## config.mk

```make
export PLATFORM = sky130hd
export DESIGN_NAME = agsa_addr
export DESIGN_NICKNAME = d
export VERILOG_FILES = /design/src/hdl/agsa_pkg.sv /design/src/hdl/agsa_addr.sv
export SDC_FILE = /design/constraint.sdc
export NUM_CORES = 1
export LEC_CHECK = 0
export BUFFER_PORTS_ARGS = -buffer_cell sky130_fd_sc_hd__buf_4
export CAP_MARGIN = 40
export CORE_ASPECT_RATIO = 1.75
export CORE_MARGIN = 1.5
export CORE_UTILIZATION = 30
export DETAILED_ROUTE_END_ITERATION = 8
export GPL_TIMING_DRIVEN = 0
export PLACE_DENSITY = 0.46
export SLEW_MARGIN = 20
export SYNTH_ARGS = -nofsm -noshare
export SYNTH_HDL_FRONTEND = slang
export SYNTH_SLANG_ARGS = --single-unit
```

## constraint.sdc

```tcl
create_clock -name clk -period 16.5 [get_ports clk]
set_clock_uncertainty 0.05 [all_clocks]
set_input_delay 2.475 -clock clk [delete_from_list [all_inputs] [get_ports clk]]
set_output_delay 2.475 -clock clk [all_outputs]
set_load 0.02 [all_outputs]
```

## src/hdl/agsa_pkg.sv

```systemverilog
// shared types and constants for the argmax gradient scatter-add block
// used by every module under hdl; depends on nothing else
`default_nettype none

package agsa_pkg;

	// store geometry and value format
	localparam int STORE_DEPTH = 4096;
	localparam int VALUE_BITS  = 32;
	localparam int ADDR_W      = $clog2(STORE_DEPTH);

	// field widths
	localparam int MODE_W     = 2;
	localparam int GRAD_W     = 32;
	localparam int OFF_W      = 12;
	localparam int CNT_W      = 12;
	localparam int CFG_W      = 13;
	localparam int CFG_IDX_W  = 2;
	localparam int OUT_W      = 32;
	localparam int EPOCH_W    = 4;

	// adder width covers both operands plus a carry
	localparam int SUM_W = ((VALUE_BITS > GRAD_W) ? VALUE_BITS : GRAD_W) + 1;
	// batch times plane size plus offset
	localparam int TGT_W = CNT_W + CFG_W + 1;

	// transaction modes
	localparam logic [MODE_W-1:0] MODE_CLEAR = 2'd0;
	localparam logic [MODE_W-1:0] MODE_ACC   = 2'd1;
	localparam logic [MODE_W-1:0] MODE_READ  = 2'd2;

	// configuration register indexes
	localparam logic [CFG_IDX_W-1:0] CFG_X_PLANE  = 2'd0;
	localparam logic [CFG_IDX_W-1:0] CFG_DY_PLANE = 2'd1;
	localparam logic [CFG_IDX_W-1:0] CFG_BATCH    = 2'd2;

	// epoch tags: zero marks a swept entry, live epochs run first..last
	localparam logic [EPOCH_W-1:0] EPOCH_FIRST = EPOCH_W'(1);
	localparam logic [EPOCH_W-1:0] EPOCH_LAST  = '1;

	// saturation bounds in adder width
	localparam logic signed [SUM_W-1:0] VAL_MAX =
		SUM_W'((64'sd1 <<< (VALUE_BITS - 1)) - 64'sd1);
	localparam logic signed [SUM_W-1:0] VAL_MIN = -VAL_MAX - SUM_W'(1);
	localparam logic signed [SUM_W-1:0] OUT_MAX =
		SUM_W'((64'sd1 <<< (OUT_W - 1)) - 64'sd1);
	localparam logic signed [SUM_W-1:0] OUT_MIN = -OUT_MAX - SUM_W'(1);

	typedef logic [EPOCH_W-1:0] epoch_t;

	typedef struct packed {
		logic [CFG_W-1:0] x_plane_elems;
		logic [CFG_W-1:0] dy_plane_elems;
		logic [CFG_W-1:0] batch_count;
	} cfg_t;

	// one store word: epoch tag and accumulated value
	typedef struct packed {
		epoch_t                tag;
		logic [VALUE_BITS-1:0] value;
	} word_t;

	// accepted transaction with the counter snapshot
	typedef struct packed {
		logic              valid;
		logic [MODE_W-1:0] mode;
		logic [GRAD_W-1:0] grad;
		logic [OFF_W-1:0]  offset;
		logic [OFF_W-1:0]  read_address;
		logic [CNT_W-1:0]  batch;
		epoch_t            epoch;
	} item_t;

	// transaction after address resolution
	typedef struct packed {
		logic              valid;
		logic [MODE_W-1:0] mode;
		logic [GRAD_W-1:0] grad;
		logic [ADDR_W-1:0] addr;
		logic              hit_ok;
		epoch_t            epoch;
	} stage_t;

	// store write request
	typedef struct packed {
		logic              en;
		logic [ADDR_W-1:0] addr;
		word_t             word;
	} wr_t;

	// control from the sequencer to the datapath
	typedef struct packed {
		logic              hold;
		epoch_t            epoch;
		logic              sweep_we;
		logic [ADDR_W-1:0] sweep_addr;
	} ctrl_t;

endpackage

`default_nettype wire

```

## src/hdl/agsa_addr.sv

```systemverilog
// first stage: target address and range checks, drives the store read
// depends on agsa_pkg
`default_nettype none

module agsa_addr import agsa_pkg::*; (
	input  logic              clk,
	input  logic              arst_n,
	input  logic              adv,
	input  item_t             in_item,
	input  cfg_t              cfg,
	output logic              s1_busy,
	output logic [ADDR_W-1:0] rd_addr,
	output stage_t            stage_s2
);

	item_t            item_s1;
	logic [TGT_W-1:0] target;
	logic             drop;
	logic             read_ok;
	logic             hit_ok;

	// input register
	always_ff @(posedge clk or negedge arst_n) begin
		if (!arst_n) begin
			item_s1 <= '0;
		end else if (adv) begin
			item_s1 <= in_item;
		end
	end

	// target entry and drop conditions
	always_comb begin
		target = TGT_W'(item_s1.batch) * TGT_W'(cfg.x_plane_elems)
			+ TGT_W'(item_s1.offset);
		drop = (CFG_W'(item_s1.offset) >= cfg.x_plane_elems)
			|| (CFG_W'(item_s1.batch) >= cfg.batch_count)
			|| (target >= TGT_W'(STORE_DEPTH));
		read_ok = (TGT_W'(item_s1.read_address) < TGT_W'(STORE_DEPTH));
		if (item_s1.mode == MODE_READ) begin
			rd_addr = ADDR_W'(item_s1.read_address);
			hit_ok  = read_ok;
		end else begin
			rd_addr = target[ADDR_W-1:0];
			hit_ok  = !drop;
		end
	end

	// second stage register, aligned with the store read data
	always_ff @(posedge clk or negedge arst_n) begin
		if (!arst_n) begin
			stage_s2 <= '0;
		end else if (adv) begin
			stage_s2.valid  <= item_s1.valid;
			stage_s2.mode   <= item_s1.mode;
			stage_s2.grad   <= item_s1.grad;
			stage_s2.addr   <= rd_addr;
			stage_s2.hit_ok <= hit_ok;
			stage_s2.epoch  <= item_s1.epoch;
		end
	end

	assign s1_busy = item_s1.valid;

endmodule

`default_nettype wire

```

* Word-level counts from Yosys, hierarchy flattened *
Index checks and enable logic that the tools add are counted.

operators by class
  add/subtract/negate cells = 1
  multipliers = 1
  eq/ne operators = 1
  order comparisons = 3
  mux-type cells = 2
  reductions and logical operators = 3

operator list
  operator                                                                                count
  25-bit by 12-bit adder with 26-bit output                                               1
  12-bit by 13-bit greater-or-equal comparator with 1-bit output                          2
  26-bit by 13-bit greater-or-equal comparator with 1-bit output (second input constant)  1
  12-bit by 13-bit multiplier with 25-bit output                                          1
  12-bit 2-to-1 mux                                                                       1
  2-bit equality test (second input constant)                                             1
  1-bit logical OR                                                                        2
  1-bit zero test                                                                         1
  1-bit 2-to-1 mux                                                                        1

word-level totals
  word-level logic and storage cells = 24
  output and inout bits = 65
  register bits after elaboration = 127

* Longest topological paths before layout *
Gate-level depths: netlist of run 1.

  word-level depth = 6
  mapped depth = 23
  mapped depth without buffers = 21

* Least setup slack after synthesis of run 1 *
No wires, ideal clock.

  path type = input to output
  start point = input port cfg[33] (netlist name)
  end point = output port rd_addr[11]
  required time = 13.975 ns
  path buffers = 1
  path slack = 7.151 ns
  arrival time = 6.824 ns
  stages on the path = 19
  cell sequence = clkbuf_1 > inv_1 > nor2_1 > fa_1 > inv_1 > fa_1 > inv_1 > fa_1 > inv_1 > fa_1 > fa_1 > inv_1 > ha_1 > o211ai_2 > a21oi_1 > nor2b_1 > o21ai_0 > xor2_1 > mux2_2

on the way
  longest elaborated chain between the ends = 3

RTL lines
  what                                            RTL line         RTL
  start, declared                                 agsa_addr.sv:10  input cfg_t cfg,
  12-bit by 13-bit multiplier with 25-bit output  agsa_addr.sv:33  target = TGT_W'(item_s1.batch) * TGT_W'(cfg.x_plane_elems)
  25-bit by 12-bit adder with 26-bit output       agsa_addr.sv:34  + TGT_W'(item_s1.offset);
  12-bit 2-to-1 mux                               agsa_addr.sv:39  if (item_s1.mode == MODE_READ) begin
  end, declared                                   agsa_addr.sv:12  output logic [ADDR_W-1:0] rd_addr,

No other way between the ends.

* Worst setup path in the final report of run 1 *
Ends and elaborated chain as after synthesis.

==> impl_results.md, run 1 <==
* Antenna viol nets, final at 0
* Cells after synthesis at 1,056
* Die Area at approximately 38,000 um2
* Tightest Pin Transition at a little under 0.8 ns
* Synth area leaders: dfrtp_1 29%, fa_1 22%, mux2_2 13%, ha_1 11%, inv_1 6.2%
* CP Capture Type: output pin
* I/O pin count at between 150 and 200
* Tmin final at approximately 10 ns
* Area of the multi-input gates at around 7100 um2
* Sw Share at 49.5%
* Layout cells sized above 1 at roughly a quarter
* Die H at 257 um
* Via density at between 4 and 5
* Overall power at ~2.9 mW
* Routed WL per cell at 18.7 um
* Total number of vias at between 8,000 and 9,000
* Path type of the worst setup path: input port to output pin
* Post-synth EDFFs at 0
* Crit. Startpoint: cfg[33]
* CP startpoint kind: input port
* # fillers at 3,756
* Met3 Use GR at between 3 and 4%
* Post-cts resize count at 0
* Mean Syn Cell Area at 10.5 um2
* Met1 Resource Use GR at around a fifth
* Mapped cell area at ~11,000 um2
* Area of the core at approximately 37,000 um2
* TritonCTS Sinks at 127
* Register bit total from synthesis at ~130
* First-pass GRT wire length at between 50 and 60 mm
* Pwr/cell area at around 220 nW/um2
* Htree depth at 4
* Sequential fraction of the synthesis area at between 20% and 30%
* Buffers on Ports at around 170
* Drt total wl at about 32 mm
* Largest net degree at the start of global routing at a little over 90
* Max Buffers Root-to-Sink at 2
* Relative slew slack at between 40% and 50%
* Vias in the first global route at slightly above 9,000
* Root Buffer: clkbuf_16
* Setup_tns at 0 ns
* Combinational Power Share at 73.4%
* Final Hold Viols at 0
* Clock-pin slew on the worst setup and hold paths at approximately 0.060 ns
* Worst path required time at approximately 14 ns
* Synth area leader: dfrtp_1
* Crit Path Max Fanout at 10
* Hpwl dp at 27.4 mm
* GRT Residual Overflow at 0
* Initial antenna violation count at 0
* Static Leak at approximately 6.7 nW
* Starting Density at a little under a third
* Setup violators final at 0
* GPL Wtd Cong at ~0.85
* VDD IR-drop max at roughly 0.14 mV
* Status: finished, final reports clean
* CTS tree: done
* Internal power at ~1.5 mW
* Max_cap viols at 0
* RSZ-0062 raised after global routing: false
* DR DRC count at 0
* Clock power share at 13.2%
* Setup Fix Bufs, Post-CTS at 0
* Seq pwr share at between 10% and 20%
* Fmax at 0.0968 GHz
* Share of the synthesized area in the top cell type at between 20 and 30%
* Met2 GRT Util at 34.6%
* Slew Viols, Final at 0
* Placement Setup Slack at a little over 6 ns
* Critical Path AT at 7.80 ns
* GR peak layer: met2
* Top FF cell, synth: dfrtp_1
* Clk Latency, worst-skew pair at between 0.4 and 0.5 ns
* Hold Path Origin: item_s1[3]$_DFFE_PN0P_
* Num rows at 93
* Final nets at 1,581
* Path type of the worst min-delay path: register to register
* Reg2reg start: item_s1[4]$_DFFE_PN0P_
* Global Route Usage Sum at a little under a fifth
* Diodes inserted at 0
* DR iter-0 viols at roughly 250
* CTS buffer count at 17
* CTS Hold Bufs at 0
* FF+latch area at 3180 um2
* Synthesized net count at between 1,000 and 1,500
* Synth-to-Final Area Change at 22.4%
* Yosys warns at 0
* DIE WIDTH at between 100 and 150 um
* DR pass1 iterations at 6
* Async set-reset flop share out of synthesis at 100%
* Sw power at 1.45 mW
* Synth cell types at 49
* Min setup slack post-route at roughly 6 ns
* Crit share post-route at 62.6%
## worst max-delay path, cell delays in order
cell and delay [ns]:
buf_4 0.12, clkbuf_1 0.32, inv_1 0.19, nor2_1 0.08
fa_1 0.56, inv_1 0.05, fa_1 0.48, inv_1 0.06
fa_1 0.50, inv_1 0.05, fa_1 0.52, fa_1 0.56
inv_1 0.04, ha_1 0.36, o211ai_2 0.11, a21oi_1 0.37
nor2b_1 0.14, o21ai_0 0.23, xor2_1 0.13, mux2_2 0.29
buf_4 0.16
## flip-flops by register name, summed over array words and instances, names as in the netlist
register / cells
s1_busy: 1
item_s1: 74
stage_s2: 52
## per-layer routing
layer	wire length, um	part of all wire, %
met3	1600	4.9
met5	0	0
met4	1270	3.9
met1	11500	36
met2	18000	56
## final timing paths
path | endpoint | slack, ns | cells past startpoint
min in group asynchronous | item_s1[35]$_DFFE_PN0P_ | 1.86 | 1
min reg2reg | item_s1[3]$_DFFE_PN0P_ | 0.45 | 1
max | rd_addr[11] | 6.17 | 21
max reg2reg | stage_s2[4]$_DFFE_PN0P_ | 10.06 | 21
min | item_s1[3]$_DFFE_PN0P_ | 0.45 | 1
max in group asynchronous | stage_s2[3]$_DFFE_PN0P_ | 13.74 | 2
## cells in the mapped netlist (3+ instances only)
library cell  count
inv_1           183
dfrtp_1         127
mux2_2          125
fa_1            122
ha_1             98
nand2_1          93
and2_1           80
clkbuf_1         43
a21oi_1          32
nor2_1           23
o21ai_0          22
a21o_1           12
xnor2_1           8
nor3_1            7
nand3_1           6
nand4_1           6
nor2b_1           5
o211ai_1          5
or3_1             4
xor2_1            4
a2111oi_0         3
a31oi_1           3
nand2b_1          3
nor4_1            3
o21a_1            3
o21bai_1          3
## logic make-up after synthesis
kind of cell               synth area share, %
AOI/OAI and AO/OA                         5.74
DFF                                       28.6
and+or+nand+nor                           11.0
muxes                                     12.9
buffers and inverters                     7.78
xor gates and xnor gates                 0.947
adders and majority gates                 33.1
## cell type report
class | count | area share [%]
Multi-Input combinational cell | 700 | 52.0
Sequential cell | 127 | 23.4
Timing Repair Buffer | 169 | 9.54
Inverter | 183 | 5.06
Tap cell | 475 | 4.38
Clock buffer | 19 | 3.26
Buffer | 46 | 1.30
Clock inverter | 13 | 1.11
## cells in the final DEF, fill, tap and decap left out, types with 4 or more instances in the layout
cell type,n
or3_1,4
a21oi_1,32
clkbuf_1,44
inv_1,183
ha_1,98
nor3_1,7
o21ai_0,22
o211ai_1,5
mux2_2,125
xor2_1,4
nor2b_1,5
dfrtp_1,127
and2_1,80
clkbuf_16,17
nand4_1,6
nand2_1,93
inv_6,5
fa_1,122
nand3_1,6
nor2_1,23
buf_4,167
a21o_1,12
xnor2_1,8
## power groups by stage
stage | combinational (mW) | sequential, mW | clock (mW)
after floorplan | 1.47 | 0.424 | 0
after global placement | 2.16 | 0.398 | 0
after detailed placement | 2.16 | 0.399 | 0
after CTS | 2.18 | 0.394 | 0.401
after global routing | 2.43 | 0.400 | 0.410
final | 2.15 | 0.393 | 0.388
## metrics by stage
stage | std cells | hold slack (ns) | instance area, um2 | util, %
after floorplan | 1056 | 0.425 | 11100 | -
after global placement | 1699 | 0.431 | 13000 | 35.3
after detailed placement | 1700 | 0.440 | 13000 | 35.4
after CTS | 1732 | 0.452 | 13600 | 37.1
after global routing | 1732 | 0.466 | 13600 | 37.1
final | 1732 | 0.452 | 13600 | 37.1
(Power assumes the default switching activity.)
==> inputs of run 2 (changes only) <==
--- a/config.mk
+++ b/config.mk
@@ -5,6 +5,7 @@
 export SDC_FILE = /design/constraint.sdc
 export NUM_CORES = 1
 export LEC_CHECK = 0
+export ABC_AREA = 1
 export BUFFER_PORTS_ARGS = -buffer_cell sky130_fd_sc_hd__buf_4
 export CAP_MARGIN = 40
 export CORE_ASPECT_RATIO = 1.75
@@ -12,7 +13,7 @@
 export CORE_UTILIZATION = 30
 export DETAILED_ROUTE_END_ITERATION = 8
 export GPL_TIMING_DRIVEN = 0
-export PLACE_DENSITY = 0.46
+export PLACE_DENSITY = 0.47
 export SLEW_MARGIN = 20
 export SYNTH_ARGS = -nofsm -noshare
 export SYNTH_HDL_FRONTEND = slang
==> constraint.sdc (replaced) <==
create_clock -name clk -period 8.6 [get_ports clk]
set_clock_uncertainty 0.05 [all_clocks]
set_input_delay 1.29 -clock clk [delete_from_list [all_inputs] [get_ports clk]]
set_output_delay 1.29 -clock clk [all_outputs]
set_load 0.02 [all_outputs]
==> impl_results.md, run 2 <==
* Status: finished, final reports clean
* Drt total wl at 36.9 mm (+14%)
* Antenna viol nets, final at 0 (unchanged)
* Dpl cell area at 13,600 um2 (+4.6%)
* CTS buffer count at 17 (unchanged)
* RSZ-0062 raised after global routing: false
* Static Leak at 8.16 nW (+23%)
* Tmin final at 7.83 ns
* Sw Share at 54.8% (+5.3 points)
* Hold path depth at 1 (unchanged)
* Hpwl dp at 30.5 mm (+11%)
* Share of the synthesized area in the top cell type at 27.2% (-1.4 points)
* Path type of the worst min-delay path: register to register
* TritonCTS Sinks at 127 (unchanged)
* Global Route Usage Sum at 19.2% (+0.95 points)
* Via density at 4.54 (-2.6%)
* Tightest Pin Transition at 0.759 ns (-0.0156 ns)
* CP Capture Type: output pin
* Final Hold Viols at 0 (unchanged)
* Synth area leader: dfrtp_1
* Synthesized net count at 1,818 (+31%)
* Synth top cells by count: 384 x inv_1, 379 x nand2_1, 127 x dfrtp_1
* # fillers at 4,078 (+8.6%)
* DR DRC count at 0 (unchanged)
* Reg-to-reg setup timing slack at 2.61 ns (-7.45 ns)
* Clock-pin slew on the worst setup and hold paths at 0.06 ns (about the same)
* Commonest non-fill, non-tap cell in the layout: inv_1
* Vias in the first global route at 10,700 (+16%)
* Post-synth EDFFs at 0 (unchanged)
* Diodes inserted at 0 (unchanged)
* Max Buffers Root-to-Sink at 2 (unchanged)
* DR pass1 iterations at 5 (-1)
* Largest net degree at the start of global routing at 90 (-2.2%)
* CTS tree: done
* Sw power at 3.36 mW (+130%)
* Slew Viols, Final at 0 (unchanged)
* Setup Fix Bufs, Post-CTS at 0 (unchanged)
* Area of the core at 38,400 um2 (+4.7%)
* Seq pwr share at 12.0% (-1.4 points)
* Register bit total from synthesis at 127 (unchanged)
* Design area at 14,200 um2 (+4.4%)
* Setup_tns at 0 ns (unchanged)
* Htree depth at 4 (unchanged)
* Max_cap viols at 0 (unchanged)
* Yosys warns at 0 (unchanged)
* Top FF cell, synth: dfrtp_1
* Mapped cell area at 11,700 um2 (+5.1%)
* FF+latch area at 3180 um2 (unchanged)
* Largest register FFs at 74 (unchanged)
* Hold endpoint: item_s1[20]$_DFFE_PN0P_
* Worst path required time at 7.26 ns (-6.72 ns)
* Root Buffer: clkbuf_16
* Initial antenna violation count at 0 (unchanged)
* Clk Latency, worst-skew pair at 0.44 ns (about the same)
* Num rows at 95 (+2.2%)
* Area of the multi-input gates at 6840 um2 (-3.0%)
* Final nets at 2,007 (+27%)
* Crit Path Max Fanout at 10 (unchanged)
* GRT Residual Overflow at 0 (unchanged)
* CTS Hold Bufs at 0 (unchanged)
* Total number of vias at 9,837 (+22%)
* Internal power at 2.77 mW (+87%)
* Critical Path AT at 6.49 ns (-1.31 ns)
* Synth cell types at 30 (-39%)
* Buffers on Ports at 167 (-0.60%)
* Most flop-heavy register: item_s1
* Setup violators final at 0 (unchanged)
* Hold Path Origin: item_s1[20]$_DFFE_PN0P_
* Cells after synthesis at 1,481 (+40%)
* Path type of the worst setup path: input port to output pin
* Die Area at 40,100 um2 (+5.0%)
* Post-cts resize count at 0 (unchanged)
* Routed WL per cell at 17.0 um (-8.9%)
* Starting Density at 30.4% (+0.10 points)
* Synth-to-Final Area Change at 21.5%
* Count leader, synth: inv_1
* Pwr/cell area at 432 nW/um2 (+100%)
* Synth area leaders: dfrtp_1 27%, fa_1 21%, inv_1 12%, nand2_1 12%, ha_1 11%
* Sequential fraction of the synthesis area at 27.2% (-1.4 points)
* Worst Reg-to-Reg Cells at 25 (+19%)
* Reg2reg start: item_s1[8]$_DFFE_PN0P_
* GPL Wtd Cong at 0.877 (+3.7%)
* Async set-reset flop share out of synthesis at 100% (unchanged)
* Clock power share at 12.0% (-1.2 points)
* Combinational Power Share at 75.9% (+2.5 points)
* I/O pin count at 182 (unchanged)
* Layout cells sized above 1 at 14.9% (-12 points)
* RR Endpoint: stage_s2[4]$_DFFE_PN0P_
* Crit share post-route at 91.1%
* Fmax at between 0.1 and 0.15 GHz
* DIE WIDTH at 152 um (+2.5%)
* Mean Syn Cell Area at 7.88 um2 (-25%)
* Relative slew slack at 49.4% (+1.0 points)
* VDD IR-drop max at 0.285 mV (+110%)
* Die H at 264 um (+2.5%)
* CP startpoint kind: input port
* DR iter-0 viols at 308 (+25%)
* First-pass GRT wire length at 59.2 mm (+13%)
* Commonest non-fill, non-tap cells in the layout: 384 x inv_1, 379 x nand2_1, 166 x buf_4
run 2: metrics by stage:
stage                     util (%)  hold slack (ns)  worst slack (ns)  total power, mW  std cells
after detailed placement      35.4            0.447             0.753             5.45       2136
after CTS                     36.9            0.461             0.727             6.25       2168
after floorplan                  -            0.428              1.76             3.96       1481
after global routing          36.9            0.485             0.525             6.80       2168
after global placement        35.2            0.441             0.798             5.44       2133
final                         36.9            0.460             0.768             6.13       2168
run 2: worst max-delay path, cell delays in order:
cell and delay, ns:
buf_4 0.11, clkbuf_1 0.57, nand2_1 0.18, fa_1 0.58, inv_1 0.05, fa_1 0.47
fa_1 0.53, inv_1 0.06, fa_1 0.52, fa_1 0.56, inv_1 0.06, ha_1 0.36
nand2_1 0.09, nand2_1 0.10, inv_1 0.08, nand2_1 0.06, inv_1 0.05, nand2_1 0.09
or2_2 0.28, nand3_1 0.07, o21ai_0 0.11, buf_4 0.20
run 2: kinds of logic after synthesis:
kind of cell | share of synthesized area, %
fa+ha+maj | 31.4
flops | 27.2
xor+xnor | 0.0751
mux | 2.80
simple gates | 17.7
buf+inv | 14.1
compound gates | 6.65
run 2: power groups by stage:
stage / combinational, mW / sequential [mW] / clock [mW]
floorplan: 3.17 / 0.790 / 0
global placement: 4.69 / 0.745 / 0
detailed placement: 4.71 / 0.746 / 0
CTS: 4.75 / 0.738 / 0.763
global route: 5.26 / 0.748 / 0.789
finish: 4.66 / 0.737 / 0.739
run 2: routing by layer:
metal / track usage [%] / wire length (um) / up-vias
met5: 0 / 0 / -
met1: 20.0 / 13500 / 4797
met3: 4.30 / 1880 / 43
li1: - / - / 4763
met4: 5.14 / 750 / 0
met2: 37.8 / 20800 / 234
run 2: worst max-delay path by stage:
| stage | start | endpoint | cells past startpoint |
|---|---|---|---|
| 3_5_place_dp | cfg[36] | rd_addr[11] | 22 |
| 5_1_grt | cfg[36] | rd_addr[11] | 22 |
| 6_report | cfg[36] | rd_addr[11] | 22 |
| 2_1_floorplan | cfg[33] | rd_addr[11] | 20 |
| 4_1_cts | cfg[36] | rd_addr[11] | 22 |
| 3_3_place_gp | cfg[36] | rd_addr[11] | 22 |
run 2: cell type report:
type	count	area share (%)
Clock buffer	17	3.00
Clock inverter	15	1.14
Tap cell	485	4.28
Multi-Input combinational cell	917	48.3
Timing Repair Buffer	170	9.30
Sequential cell	127	22.4
Inverter	385	10.2
Buffer	52	1.41
==> inputs of run 3 (changes only) <==
--- a/config.mk
+++ b/config.mk
@@ -14,7 +14,6 @@
 export DETAILED_ROUTE_END_ITERATION = 8
 export GPL_TIMING_DRIVEN = 0
 export PLACE_DENSITY = 0.47
-export SLEW_MARGIN = 20
 export SYNTH_ARGS = -nofsm -noshare
 export SYNTH_HDL_FRONTEND = slang
 export SYNTH_SLANG_ARGS = --single-unit
==> constraint.sdc (replaced) <==
create_clock -name clk -period 8.6 [get_ports clk]
set_clock_uncertainty 0.05 [all_clocks]
set_input_delay 2.15 -clock clk [delete_from_list [all_inputs] [get_ports clk]]
set_output_delay 2.15 -clock clk [all_outputs]
set_load 0.02 [all_outputs]
==> impl_results.md, run 3 (synthesized netlist as in run 2, its figures left out) <==
* Status: finished, final reports clean
* Area of the core at 38,400 um2 (unchanged)
* Starting Density at 30.4% (unchanged)
* DR iter-0 viols at 336 (+9.1%)
* Drt total wl at 37.4 mm (+1.3%)
* Path type of the worst min-delay path: register to register
* Commonest non-fill, non-tap cell in the layout: inv_1
* CTS buffer count at 17 (unchanged)
* Htree depth at 4 (unchanged)
* Num rows at 95 (unchanged)
* Clk Latency, worst-skew pair at 0.44 ns (about the same)
* Max_cap viols at 0 (unchanged)
* Die H at 264 um (unchanged)
* Min setup slack post-route at 0.00943 ns (-0.759 ns)
* Placed Cells at 2,136 (unchanged)
* Die Area at 40,100 um2 (unchanged)
* Initial antenna violation count at 0 (unchanged)
* RSZ-0062 raised after global routing: true
* Hpwl dp at 30.6 mm (+0.47%)
* Final nets at 2,045 (+1.9%)
* Relative slew slack at 51.5% (+2.1 points)
* Setup_tns at 0 ns (unchanged)
* Layout Cells excl Fill at 2,205 (+1.7%)
* Worst path required time at 6.40 ns (-0.86 ns)
* Crit. Startpoint: cfg[33]
* Buffers on Ports at 167 (unchanged)
* Fmax at 0.116 GHz (-8.8%)
* Layout cells sized above 1 at 21.0% (+6.1 points)
* Most flop-heavy register: item_s1
* CP Capture Type: output pin
* Global Route Usage Sum at 19.3% (+0.11 points)
* I/O pin count at 182 (unchanged)
* Root Buffer: clkbuf_16
* GR peak layer: met2
* DR pass1 iterations at 7 (+2)
* Tightest Pin Transition at 0.728 ns (-0.0312 ns)
* DR DRC count at 0 (unchanged)
* Max Buffers Root-to-Sink at 2 (unchanged)
* Reg-to-reg setup timing slack at 0.88 ns (-1.73 ns)
* Clock-pin slew on the worst setup and hold paths at 0.06 ns (about the same)
* GRT Residual Overflow at 0 (unchanged)
* Met2 GRT Util at 37.4% (-0.40 points)
* DIE WIDTH at 152 um (unchanged)
* Via density at 4.53 (-0.19%)
* Largest register FFs at 74 (unchanged)
* Hold Path Origin: item_s1[20]$_DFFE_PN0P_
* Total number of vias at 9,986 (+1.5%)
* Met3 Use GR at 4.20% (-0.098 points)
* TritonCTS Sinks at 127 (unchanged)
* GPL Wtd Cong at 0.877 (unchanged)
* Routed WL per cell at 17.0 um (-0.39%)
* Vias in the first global route at 10,900 (+2.4%)
* Reg2reg start: item_s1[5]$_DFFE_PN0P_
* Critical Path AT at 6.39 ns (-0.10 ns)
* Crit Path Max Fanout at 4 (-6)
* Met1 Resource Use GR at 19.4% (-0.62 points)
* Largest net degree at the start of global routing at 71 (-21%)
* Crit share post-route at 99.9% (+8.8 points)
* Path type of the worst setup path: input port to output pin
* Slew Viols, Final at 0 (unchanged)
* Setup violators final at 0 (unchanged)
* CP startpoint kind: input port
* Diodes inserted at 0 (unchanged)
* Synth-to-Final Area Change at 27.8%
* Placement Setup Slack at -0.972 ns (-1.73 ns)
* First-pass GRT wire length at 59.4 mm (+0.36%)
* Antenna viol nets, final at 0 (unchanged)
* Commonest non-fill, non-tap cells in the layout: 364 x inv_1, 359 x nand2_1, 195 x buf_4
* Dpl cell area at 13,600 um2 (about the same)
* CTS tree: done
* Tmin final at 8.59 ns (+0.759 ns)
* Final Hold Viols at 0 (unchanged)
* Design area at 14,900 um2 (+5.1%)
==> run 3: changes by cell type in the layout (fill, tap and decap cells not counted), moves of 5 or more <==
cell       previous run  this run
ha_4                  0         6
fa_1                122       117
ha_1                 98        91
clkbuf_1             48        36
fa_2                  0         5
nand3_1              33        28
inv_1               384       364
nand2_2               3        20
inv_2                 1        21
buf_6                 0        10
clkbuf_16            17        22
buf_4               166       195
nand2_1             379       359
==> run 3: final cells by class <==
cell class | count | area, um2
clock buffers | 20 | 467
inverters | 385 | 1450
plain buffers | 47 | 302
fillers | 4021 | 23500
flip-flops and latches | 127 | 3180
repair buffers | 213 | 1730
clock inverters | 11 | 105
well taps | 485 | 607
multi-input cells | 917 | 7070
==> run 3: per-stage QoR <==
step	hold WS [ns]	util (%)
2_1_floorplan	0.428	-
3_5_place_dp	0.448	35.4
6_report	0.461	38.8
4_1_cts	0.461	38.4
5_1_grt	0.485	38.8
3_3_place_gp	0.441	35.2
==> run 3: worst paths after layout <==
kind                                                  to  cells after the start
worst max register to register  stage_s2[16]$_DFFE_PN0P_                     40
worst max-delay path                         rd_addr[11]                     23
worst min-delay path             item_s1[20]$_DFFE_PN0P_                      1
max in group asynchronous        item_s1[26]$_DFFE_PN0P_                      2
min in group asynchronous        item_s1[53]$_DFFE_PN0P_                      1
worst min register to register   item_s1[20]$_DFFE_PN0P_                      1
==> run 3: repair_timing <==
action / in CTS / in global routing
buffers inserted: 40 / 4
hold buffers: 0 / 0
resized for setup: 73 / 52
pin swaps: 21 / 26
endpoints found under the setup margin: 6 / 7
==> run 3: layer usage <==
layer / vias to the layer above / part of all wire (%)
met5: - / 0
met4: 0 / 3.6
met3: 52 / 4.7
met2: 223 / 56
met1: 4878 / 36
li1: 4833 / -
==> run 3: critical path: stages <==
cell and delay, ns:
buf_8 0.11, nand2_2 0.06, inv_2 0.04, fa_1 0.55, inv_2 0.04, fa_1 0.52, inv_2 0.05, fa_1 0.47
fa_1 0.53, inv_1 0.06, fa_2 0.56, inv_2 0.05, ha_4 0.26, nand2_4 0.07, inv_2 0.04, nand2_1 0.06
nand2_1 0.07, inv_1 0.07, nand2_2 0.07, or2_4 0.26, nand3_4 0.07, o21ai_4 0.07, buf_6 0.16
Power of run 3 is left out: the tool's default activity adds up to more than one toggle a clock period on the data nets, which glitch-free logic cannot reach.
